[src/sv/sro_pkg.sv]
package sro_pkg;

    localparam int REG_WIDTH = 8;
    localparam int BIT_W     = $clog2(REG_WIDTH);
    localparam int BYTE_W    = 8;
    localparam int DELAY_W   = 24;

    localparam logic [DELAY_W-1:0] STEP_DELAY_RESET = DELAY_W'(800000);

    localparam logic [1:0] OP_WRITE = 2'd0;
    localparam logic [1:0] OP_RAMP  = 2'd1;
    localparam logic [1:0] OP_SET   = 2'd2;
    localparam logic [1:0] OP_CLEAR = 2'd3;

    typedef struct packed {
        logic [1:0]        opcode;
        logic [BYTE_W-1:0] value;
        logic [2:0]        bit_index;
    } t_in_word;

    typedef struct packed {
        logic [BYTE_W-1:0] latched_byte;
        logic              last;
    } t_out_word;

    // one write request from the sequencer to the serializer
    typedef struct packed {
        logic                 valid;
        logic [REG_WIDTH-1:0] data;
        logic                 last;
    } t_wr_req;

endpackage

[src/sv/shift_register_output_ramp.sv]
// an idle block accepts the input word, then the controller issues it, the serializer loads it,
// shifts it out msb first and strobes the latched word onto the output
// write, set and clear: each word waits for the bit-serial shifter to finish the previous one
// ramp: up to 8 words with the step delay between them, input stalled throughout
// reset: synchronous active low, shadow byte cleared, step_delay set to 800000
module shift_register_output_ramp
    import sro_pkg::*;
(
    input  logic               i_clk,
    input  logic               i_rst_n,
    input  logic               i_valid,
    output logic               o_stall,
    input  t_in_word           i_data,
    output logic               o_valid,
    input  logic               i_stall,
    output t_out_word          o_data,
    input  logic               i_cfg_we,
    input  logic [DELAY_W-1:0] i_cfg_data
);

    t_wr_req w_req;
    logic    w_ready;

    sro_ctrl u_ctrl (
        .i_clk      (i_clk),
        .i_rst_n    (i_rst_n),
        .i_valid    (i_valid),
        .o_stall    (o_stall),
        .i_data     (i_data),
        .i_cfg_we   (i_cfg_we),
        .i_cfg_data (i_cfg_data),
        .o_req      (w_req),
        .i_ready    (w_ready)
    );

    sro_shift u_shift (
        .i_clk   (i_clk),
        .i_rst_n (i_rst_n),
        .i_req   (w_req),
        .o_ready (w_ready),
        .o_valid (o_valid),
        .i_stall (i_stall),
        .o_data  (o_data)
    );

endmodule

[src/sv/sro_shift.sv]
module sro_shift
    import sro_pkg::*;
(
    input  logic      i_clk,
    input  logic      i_rst_n,
    input  t_wr_req   i_req,
    output logic      o_ready,
    output logic      o_valid,
    input  logic      i_stall,
    output t_out_word o_data
);

    localparam logic [1:0] S_IDLE   = 2'd0;
    localparam logic [1:0] S_SHIFT  = 2'd1;
    localparam logic [1:0] S_STROBE = 2'd2;

    logic [1:0]           r_state, n_state;
    logic [REG_WIDTH-1:0] r_sr, n_sr;
    logic [REG_WIDTH-1:0] r_cap, n_cap;
    logic [BIT_W-1:0]     r_bit, n_bit;
    logic                 r_last, n_last;
    logic                 r_ovalid, n_ovalid;
    t_out_word            r_out, n_out;
    logic                 w_out_free;

    assign w_out_free = !r_ovalid || !i_stall;
    assign o_ready    = (r_state == S_IDLE);
    assign o_valid    = r_ovalid;
    assign o_data     = r_out;

    always_comb begin
        n_state  = r_state;
        n_sr     = r_sr;
        n_cap    = r_cap;
        n_bit    = r_bit;
        n_last   = r_last;
        n_out    = r_out;
        n_ovalid = r_ovalid && i_stall;
        case (r_state)
            S_IDLE: begin
                if (i_req.valid) begin
                    n_sr    = i_req.data;
                    n_last  = i_req.last;
                    n_bit   = '0;
                    n_state = S_SHIFT;
                end
            end
            S_SHIFT: begin
                // msb first onto the serial line, clocked into the far register
                n_cap = {r_cap[REG_WIDTH-2:0], r_sr[REG_WIDTH-1]};
                n_sr  = {r_sr[REG_WIDTH-2:0], 1'b0};
                if (r_bit == BIT_W'(REG_WIDTH - 1)) begin
                    n_bit   = '0;
                    n_state = S_STROBE;
                end else begin
                    n_bit = r_bit + 1'b1;
                end
            end
            S_STROBE: begin
                // strobe latches the shifted word; holds while the output is full
                if (w_out_free) begin
                    n_out.latched_byte = BYTE_W'(r_cap);
                    n_out.last         = r_last;
                    n_ovalid           = 1'b1;
                    n_state            = S_IDLE;
                end
            end
            default: begin
                n_state = S_IDLE;
            end
        endcase
    end

    always_ff @(posedge i_clk) begin
        if (!i_rst_n) begin
            r_state  <= S_IDLE;
            r_bit    <= '0;
            r_ovalid <= 1'b0;
        end else begin
            r_state  <= n_state;
            r_bit    <= n_bit;
            r_ovalid <= n_ovalid;
        end
        r_sr   <= n_sr;
        r_cap  <= n_cap;
        r_last <= n_last;
        r_out  <= n_out;
    end

    a_req_when_idle: assert property (@(posedge i_clk) disable iff (!i_rst_n)
        i_req.valid |-> r_state == S_IDLE)
        else $error("write request while serializer busy");

    a_bit_zero_outside_shift: assert property (@(posedge i_clk) disable iff (!i_rst_n)
        r_state != S_SHIFT |-> r_bit == '0)
        else $error("bit counter not cleared");

    a_strobe_delivers: assert property (@(posedge i_clk) disable iff (!i_rst_n)
        (r_state == S_STROBE && w_out_free) |=> (r_ovalid && r_state == S_IDLE))
        else $error("latched word not presented");

endmodule

[src/sv/sro_ctrl.sv]
module sro_ctrl
    import sro_pkg::*;
(
    input  logic               i_clk,
    input  logic               i_rst_n,
    input  logic               i_valid,
    output logic               o_stall,
    input  t_in_word           i_data,
    input  logic               i_cfg_we,
    input  logic [DELAY_W-1:0] i_cfg_data,
    output t_wr_req            o_req,
    input  logic               i_ready
);

    localparam logic [1:0] ST_IDLE  = 2'd0;
    localparam logic [1:0] ST_ISSUE = 2'd1;
    localparam logic [1:0] ST_DELAY = 2'd2;

    logic [1:0]           r_state, n_state;
    logic [REG_WIDTH-1:0] r_shown, n_shown;
    logic [REG_WIDTH-1:0] r_byte, n_byte;
    logic                 r_last, n_last;
    logic [REG_WIDTH-1:0] r_tgt, n_tgt;
    logic                 r_down, n_down;
    logic [BIT_W-1:0]     r_cnt, n_cnt;
    logic [DELAY_W-1:0]   r_dly, n_dly;
    logic [DELAY_W-1:0]   r_step_delay;

    logic                 w_idle;
    logic                 w_down;
    logic [REG_WIDTH-1:0] w_tgt;
    logic [BIT_W-1:0]     w_cnt;
    logic [REG_WIDTH-1:0] w_nv;
    logic                 w_last;
    logic [REG_WIDTH-1:0] w_mask;

    assign w_idle  = (r_state == ST_IDLE);
    assign o_stall = !w_idle;

    // next ramp step: first step straight from the input, later ones from the held target
    always_comb begin
        w_tgt  = w_idle ? REG_WIDTH'(i_data.value) : r_tgt;
        w_down = w_idle ? (w_tgt < r_shown) : r_down;
        w_cnt  = w_idle ? '0 : r_cnt + 1'b1;
        w_nv   = w_down ? (r_shown >> 1) : {r_shown[REG_WIDTH-2:0], 1'b1};
        w_last = (w_cnt == BIT_W'(REG_WIDTH - 1))
              || (w_down ? !(w_tgt < w_nv) : !(w_tgt > w_nv));
        // index past the register width selects no bit
        w_mask = REG_WIDTH'(1) << i_data.bit_index;
    end

    always_comb begin
        n_state = r_state;
        n_shown = r_shown;
        n_byte  = r_byte;
        n_last  = r_last;
        n_tgt   = r_tgt;
        n_down  = r_down;
        n_cnt   = r_cnt;
        n_dly   = r_dly;
        o_req   = '{valid: 1'b0, data: r_byte, last: r_last};
        case (r_state)
            ST_IDLE: begin
                if (i_valid) begin
                    n_last  = 1'b1;
                    n_state = ST_ISSUE;
                    case (i_data.opcode)
                        OP_WRITE: n_byte = REG_WIDTH'(i_data.value);
                        OP_SET:   n_byte = r_shown | w_mask;
                        OP_CLEAR: n_byte = r_shown & ~w_mask;
                        OP_RAMP: begin
                            n_byte = w_nv;
                            n_last = w_last;
                            n_tgt  = w_tgt;
                            n_down = w_down;
                            n_cnt  = w_cnt;
                            // already at target: nothing shown
                            if (w_tgt == r_shown) begin
                                n_state = ST_IDLE;
                            end
                        end
                        default: n_byte = r_byte;
                    endcase
                end
            end
            ST_ISSUE: begin
                if (i_ready) begin
                    o_req.valid = 1'b1;
                    n_shown     = r_byte;
                    if (r_last) begin
                        n_state = ST_IDLE;
                    end else begin
                        n_dly   = r_step_delay;
                        n_state = ST_DELAY;
                    end
                end
            end
            ST_DELAY: begin
                if (r_dly <= DELAY_W'(1)) begin
                    n_byte  = w_nv;
                    n_last  = w_last;
                    n_cnt   = w_cnt;
                    n_state = ST_ISSUE;
                end else begin
                    n_dly = r_dly - 1'b1;
                end
            end
            default: begin
                n_state = ST_IDLE;
            end
        endcase
    end

    always_ff @(posedge i_clk) begin
        if (!i_rst_n) begin
            r_state      <= ST_IDLE;
            r_shown      <= '0;
            r_step_delay <= STEP_DELAY_RESET;
        end else begin
            r_state <= n_state;
            r_shown <= n_shown;
            if (i_cfg_we) begin
                r_step_delay <= i_cfg_data;
            end
        end
        r_byte <= n_byte;
        r_last <= n_last;
        r_tgt  <= n_tgt;
        r_down <= n_down;
        r_cnt  <= n_cnt;
        r_dly  <= n_dly;
    end

    a_nonlast_waits: assert property (@(posedge i_clk) disable iff (!i_rst_n)
        (o_req.valid && !o_req.last) |=> r_state == ST_DELAY)
        else $error("ramp step not followed by delay");

    a_last_returns_idle: assert property (@(posedge i_clk) disable iff (!i_rst_n)
        (o_req.valid && o_req.last) |=> (r_state == ST_IDLE && r_shown == $past(r_byte)))
        else $error("final word did not update shadow and finish");

endmodule

[config.mk]
export PLATFORM = sky130hd
export DESIGN_NAME = shift_register_output_ramp
export DESIGN_NICKNAME = d
export VERILOG_FILES = /design/src/sv/sro_pkg.sv /design/src/sv/shift_register_output_ramp.sv /design/src/sv/sro_shift.sv /design/src/sv/sro_ctrl.sv
export SDC_FILE = /design/constraint.sdc
export NUM_CORES = 1
export LEC_CHECK = 0
export BUFFER_PORTS_ARGS = -buffer_cell sky130_fd_sc_hd__buf_2
export CAP_MARGIN = 10
export CORE_MARGIN = 2
export CORE_UTILIZATION = 59
export DETAILED_ROUTE_END_ITERATION = 7
export PLACE_DENSITY = 0.75
export RECOVER_POWER = 25
export REMOVE_ABC_BUFFERS = 1
export SYNTH_ARGS = -nofsm -noshare
export SYNTH_HDL_FRONTEND = slang
export SYNTH_HIERARCHICAL = 1
export SYNTH_SLANG_ARGS = --single-unit
[constraint.sdc]
create_clock -name i_clk -period 5.64 [get_ports i_clk]
set_clock_uncertainty 0.2 [all_clocks]
set_input_delay 1.128 -clock i_clk [delete_from_list [all_inputs] [get_ports i_clk]]
set_output_delay 1.128 -clock i_clk [all_outputs]
set_load 0.01 [all_outputs]
## Word level (Yosys, flattened, before mapping)

Index checks and enable logic that the tools add are counted.

| word-level totals | value |
|---|---|
| register bits after elaboration | 111 |
| input bits | 42 |

| cells by class | value |
|---|---|
| reduce and logical (&&, ||, !) cells | 24 |
| bitwise operators | 3 |
| equal/unequal tests | 19 |
| shifts and indexed selects | 1 |
| add/subtract/negate cells | 3 |
| magnitude comparators | 4 |
| multiplexer cells | 41 |

Operators with widths:

| operator | count |
|---|---|
| $mux 24 | 3 |
| $pmux 24 s2 | 1 |
| $mux 8 | 5 |
| $pmux 8 s2 | 2 |
| $pmux 8 s4 | 1 |
| $le 24x1->1 const B | 1 |
| $sub 24x1->24 const B | 1 |
| $mux 3 | 6 |
| $lt 8x8->1 | 2 |
| $mux 2 | 8 |
| $pmux 2 s3 | 2 |
| $pmux 3 s2 | 2 |
| $reduce_and 3->1 | 4 |
| $mux 1 | 10 |
| $ne 2x1->1 const B | 5 |
| $and 8x8->8 | 1 |
| $eq 2x2->1 const B | 4 |
| $eq 8x8->1 | 1 |
| $gt 8x8->1 | 1 |
| $ne 2x2->1 const B | 4 |
| $not 8->8 | 1 |
| $or 8x8->8 | 1 |
| $reduce_and 2->1 | 4 |
| $reduce_and 4->1 | 2 |
| 10 further kinds | 23 |

## Logic depth before layout (Yosys ltp)

| depth | value |
|---|---|
| word-level depth | 12 |
| gate-level depth with buffers | 23 |
| gate-level depth less buffers | 20 |

## Modules after synthesis

The synthesis kept the hierarchy.

By module, submodules not included:

| module | cells an instance | area each (um^2) | instances |
|---|---|---|---|
| sro_ctrl | 452 | 4344.2 | 1 |
| sro_shift | 70 | 1226.2 | 1 |

## Least setup slack after synthesis

Ideal clock, no wire load.

| timing path | value |
|---|---|
| path type | input port to flip-flop |
| from | input port i_data[8] in the netlist's numbering |
| to | register u_ctrl.r_last, data pin |
| arrival | 4.135 ns |
| buffers on the path | 1 |
| stages on the path | 18 |
| path slack | 1.042 ns |
| path through | inv_1 -> o21ai_0 -> ha_1 -> a211o_1 -> o211ai_1 -> nand4_1 -> and2_1 -> buf_6 -> inv_4 -> nor2_1 -> a21oi_1 -> ha_1 -> and3_1 -> a221o_1 -> a21oi_1 -> nand3_1 -> a21o_1 -> a2bb2oi_1 |

| on the way | value |
|---|---|
| cells in the longest elaborated chain, start to end | 11 |

Ends and longest elaborated chain:

| element | line | text |
|---|---|---|
| start, declared | shift_register_output_ramp.sv:13 | `input t_in_word i_data,` |
| $mux 8 * | sro_ctrl.sv:42 | `w_tgt = w_idle ? REG_WIDTH'(i_data.value) : r_tgt;` |
| named net u_ctrl.w_tgt[5] | sro_ctrl.sv:31 | `logic [REG_WIDTH-1:0] w_tgt;` |
| $lt 8x8->1 * | sro_ctrl.sv:43 | `w_down = w_idle ? (w_tgt < r_shown) : r_down;` |
| $mux 1 * | sro_ctrl.sv:43 |  |
| named net u_ctrl.w_down | sro_ctrl.sv:30 | `logic w_down;` |
| $mux 8 | sro_ctrl.sv:45 | `w_nv = w_down ? (r_shown >> 1) : {r_shown[REG_WIDTH-2:0], 1'b1};` |
| $gt 8x8->1 or $lt 8x8->1 (tied branches) | sro_ctrl.sv:47 | `\|\| (w_down ? !(w_tgt < w_nv) : !(w_tgt > w_nv));` |
| $logic_not 1->1 | sro_ctrl.sv:47 |  |
| $mux 1 * | sro_ctrl.sv:47 |  |
| $logic_or 1x1->1 * | sro_ctrl.sv:47 |  |
| $mux 1 | sro_ctrl.sv:67 | `case (i_data.opcode)` |
| $mux 1 | sro_ctrl.sv:64 | `if (i_valid) begin` |
| $pmux 1 s2 * | sro_ctrl.sv:62 | `case (r_state)` |
| named net u_ctrl.n_last | sro_ctrl.sv:22 | `logic r_last, n_last;` |
| end signal, assigned | sro_ctrl.sv:127 | `r_last <= n_last;` |
| end, declared | sro_ctrl.sv:22 |  |

The timed path passes the listed nets; every way through them passes the cells marked *. The select of a mux whose other input is x is not followed.
A chain may end at the register's enable or synchronous reset.

## Final worst setup path

| timing path | value |
|---|---|
| from | register u_ctrl.r_state[1] |
| to | register u_ctrl.r_last, data pin |

| on the way | value |
|---|---|
| cells in the longest elaborated chain, start to end | 12 |

Ends and longest elaborated chain:

| element | line | text |
|---|---|---|
| start, declared | sro_ctrl.sv:19 | `logic [1:0] r_state, n_state;` |
| start signal, assigned | sro_ctrl.sv:120 | `r_state <= n_state;` |
| $logic_not 2->1 * | sro_ctrl.sv:37 | `assign w_idle = (r_state == ST_IDLE);` |
| $mux 8 * | sro_ctrl.sv:42 |  |
| named net u_ctrl.w_tgt[5] | sro_ctrl.sv:31 |  |
| $lt 8x8->1 | sro_ctrl.sv:43 |  |
| $mux 1 | sro_ctrl.sv:43 |  |
| $mux 8 | sro_ctrl.sv:45 |  |
| $gt 8x8->1 or $lt 8x8->1 (tied branches) | sro_ctrl.sv:47 |  |
| $logic_not 1->1 | sro_ctrl.sv:47 |  |
| $mux 1 * | sro_ctrl.sv:47 |  |
| $logic_or 1x1->1 * | sro_ctrl.sv:47 |  |
| $mux 1 | sro_ctrl.sv:67 |  |
| $mux 1 | sro_ctrl.sv:64 |  |
| $pmux 1 s2 * | sro_ctrl.sv:62 |  |
| named net u_ctrl.n_last | sro_ctrl.sv:22 |  |

Marked as above.

==> reports/qor.txt <==
Hold path startpoint - u_shift/r_sr[7]
R2R Setup Slk - 0.82 ns
Final Cell Area - 0.006080 sq mm
Cts-stage hold buffer count - 0
Async SR Flop Fraction - 0%
Vias in the first global route - 3643
Post-route ant nets - 0
Largest cells by area after synthesis - edfxtp_1, dfxtp_1, mux2i_1
Mapped Cells - 522
First drt pass iteration count - 5
Internal power component - 1225 uW
Kind of critical path - reg2reg
Worst-Skew Late Latency - 0.37 ns
Critical path capture point type - register
Diodes inserted - 0
FP Rows - 35
FF-to-FF path depth - 16
I/O pins - 53
Mapped cell area - 0.005570 sq mm
Startpoint Class - register
Clk sinks - 111
First-pass GRT wire length - 17710 um
Core Area - 0.009196 sq mm
CP Max Fanout - 15
Avg Inst Size Synth - 10.67 sq um
Clock root buffer master - clkbuf_8
Yosys top cell by area - edfxtp_1
Post-synth top area share - 38.27%
Combinational group share of total power - 13.3%
Final routed DRC violation total - 0
Switch share - 26.82%
DR WL/cell - 16.13 um
Routed via count - 3964
Hold endpoint - u_shift/r_cap[0]
Synth unique cells - 61
Hold Vio Cnt, Final - 0
Post-CTS Setup Repair Bufs - 0
Wirelength, routed - 10980 um
Initial antenna violation count - 0
Seq pwr share - 56.0%
Hpwl dp - 7634 um
TritonCTS clock tree - done
GRT overflow - 0
#FFs+latches synth - 111
Failing checks - max-capacitance violations, max-slew violations
Most frequently used flop master after synthesis - edfxtp_1
Switching Power - 448.8 uW
Reg clk slew, reported paths - 0.11 ns
Outcome - finished, violations left
Die area - 0.01023 sq mm
Worst EP arrival - 4.74 ns
Relative slew slack - -7.673%
HP Class - reg2reg
Final worst path period share - 85.45%
EDFF count, synth - 71
DR vias/cell - 5.821
Die W - 101.2 um
Maxcap violations - 2
Vert. Die Dim - 101.2 um
CTS H-tree lvls - 3
Area growth, synth to finish - 9.142%
VDD IR-drop max - 0.0001647 V
Clock period minus worst slack - 4.820 ns
Initial core utilization - 60.57%
Sequential fraction of the synthesis area - 52.65%
Clock power frac - 30.7%
Layout cell share with drive strength beyond 1 - 14.91%
Fmax - 0.2075 GHz
Fill cells - 737
Pwr dens - 275.2 mW/mm^2
Total Routing Usage GR - 22.17%
WHS - 0.2235 ns
Fin nets - 626
Clk buf depth - 2
Synth Warn # - 6
Setup TNS - 0 ns
Worst Max-Slew Pin Slew - 1.615 ns
Fin. max-slew vios - 88
Post-placement cell area - 0.005886 sq mm
Post-CTS sizing - 0
R2R Path End - u_ctrl/r_last
GP Congestion - 0.9291
Starting DRT DRC Count - 194
CP required - 5.56 ns
R2R Path Start - u_ctrl/r_state[1]
Unrepaired setup endpoints after global routing - false
Largest net degree at the start of global routing - 44
Endpoints failing setup - 0
Pleak - 0.002297 uW
Hold depth - 0
PortBufs - 52
Total CTS buffers - 9
## Yosys cell counts (3+ instances only)
master and n:
edfxtp_1 71, nand2_1 69, dfxtp_1 40, nor2_1 35, o21ai_0 30, mux2i_1 29
a21oi_1 21, nor2b_1 21, xnor2_1 20, ha_1 19, inv_1 18, clkbuf_1 17
nor3_1 12, a21boi_0 10, mux2_4 8, nand3_1 8, nor4_1 8, nand2b_1 6
o22ai_1 6, and3_1 5, mux2_2 4, nand3b_1 4, a211oi_1 3, a31oi_1 3
and2_1 3, buf_6 3
## through the flow
stage | setup slack [ns] | instances | total power [uW] | utilization, %
floorplan | 1.054 | 498 | 1101 | -
global placement | 0.6490 | 665 | 1169 | 64.00
detailed placement | 0.5580 | 665 | 1177 | 64.00
CTS | 0.9744 | 681 | 1694 | 66.45
global route | 0.4881 | 681 | 1746 | 66.11
finish | 0.8205 | 681 | 1673 | 66.11
## critical path: stages, from the launching register on
cell       delay, ns
dfxtp_1         0.41
nor2_1          0.33
inv_4           0.16
o21ai_0         0.38
ha_1            0.33
a211o_1         0.26
o211ai_1        0.15
nand4_1         0.20
and2_1          0.30
a21oi_1         0.33
ha_1            0.31
and3_1          0.21
a221o_1         0.34
a21oi_1         0.22
nand3_1         0.12
a21o_1          0.19
a2bb2oi_1       0.14
## metal layers
metal,GRT usage [%],wire (um)
met4,7.484,119
met1,32.44,5368
met5,0,0
met2,33.57,5006
met3,4.072,489
## kinds of logic after synthesis
family          after synthesis  synth area share (%)
simple gates                189                 16.76
flops                       111                 52.65
compound gates               94                 10.83
buf+inv                      45                 3.661
mux                          41                 8.176
xor+xnor                     22                 3.459
fa+ha+maj                    20                 4.470
## area by class of cell
| type | instances | area, sq um | share of cell area, % |
|---|---|---|---|
| Clock inverter | 7 | 101.3 | 1.667 |
| Clock buffer | 9 | 123.9 | 2.037 |
| Timing Repair Buffer | 56 | 281.5 | 4.631 |
| Tap cell | 111 | 138.9 | 2.284 |
| Multi-Input combinational cell | 366 | 2417 | 39.76 |
| Inverter | 21 | 83.83 | 1.379 |
| Sequential cell | 111 | 2933 | 48.24 |
## sequential cells by signal (all words and copies together) (netlist names), 2 cells and up
| signal | cells |
|---|---|
| u_shift/r_bit | 3 |
| u_ctrl/r_cnt | 3 |
| u_ctrl/r_dly | 24 |
| u_shift/r_cap | 8 |
| u_ctrl/r_step_delay | 24 |
| u_ctrl/r_byte | 8 |
| u_ctrl/r_state | 2 |
| u_shift/o_data | 9 |
| u_ctrl/r_shown | 8 |
| u_ctrl/r_tgt | 8 |
| u_shift/r_sr | 8 |
| u_shift/r_state | 2 |
## worst max path at each step
stage                            startpoint  cells after the start  slack [ns]       endpoint
final                     u_ctrl/r_state[1]                     16        0.82  u_ctrl/r_last
after global placement            i_data[8]                     18        0.65  u_ctrl/r_last
after detailed placement          i_data[8]                     18        0.56  u_ctrl/r_last
after global routing      u_ctrl/r_state[1]                     18        0.49  u_ctrl/r_last
after floorplan                   i_data[8]                     17        1.05  u_ctrl/r_last
after CTS                         i_data[8]                     18        0.97  u_ctrl/r_last
## cells in the final DEF (no fill, tap or decap), types with 3 or more instances in the layout
cell and count:
a31oi_1 3, dfxtp_1 40, nand3b_1 4, buf_2 51, and3_1 5, o21ai_0 30
nor4_1 8, nand2_1 69, edfxtp_1 71, nand3_1 8, a21boi_0 10, nor2_1 36
xnor2_1 20, o22ai_1 5, inv_1 18, mux2_1 5, ha_1 19, mux2i_1 29
clkbuf_8 9, mux2_4 6, a21oi_1 21, clkinv_8 3, clkbuf_1 3, nand2b_1 6
nor2b_1 22, a211oi_1 3, and2_1 3, nor3_1 12
## power by group through the flow
stage / combinational (uW) / clock [uW] / sequential [uW]
2_1_floorplan: 155 / 0 / 946
3_3_place_gp: 216 / 0 / 953
3_5_place_dp: 223 / 0 / 955
4_1_cts: 224 / 534 / 937
5_1_grt: 247 / 557 / 941
6_report: 223 / 514 / 936
Power figures use the tool's default switching activity.
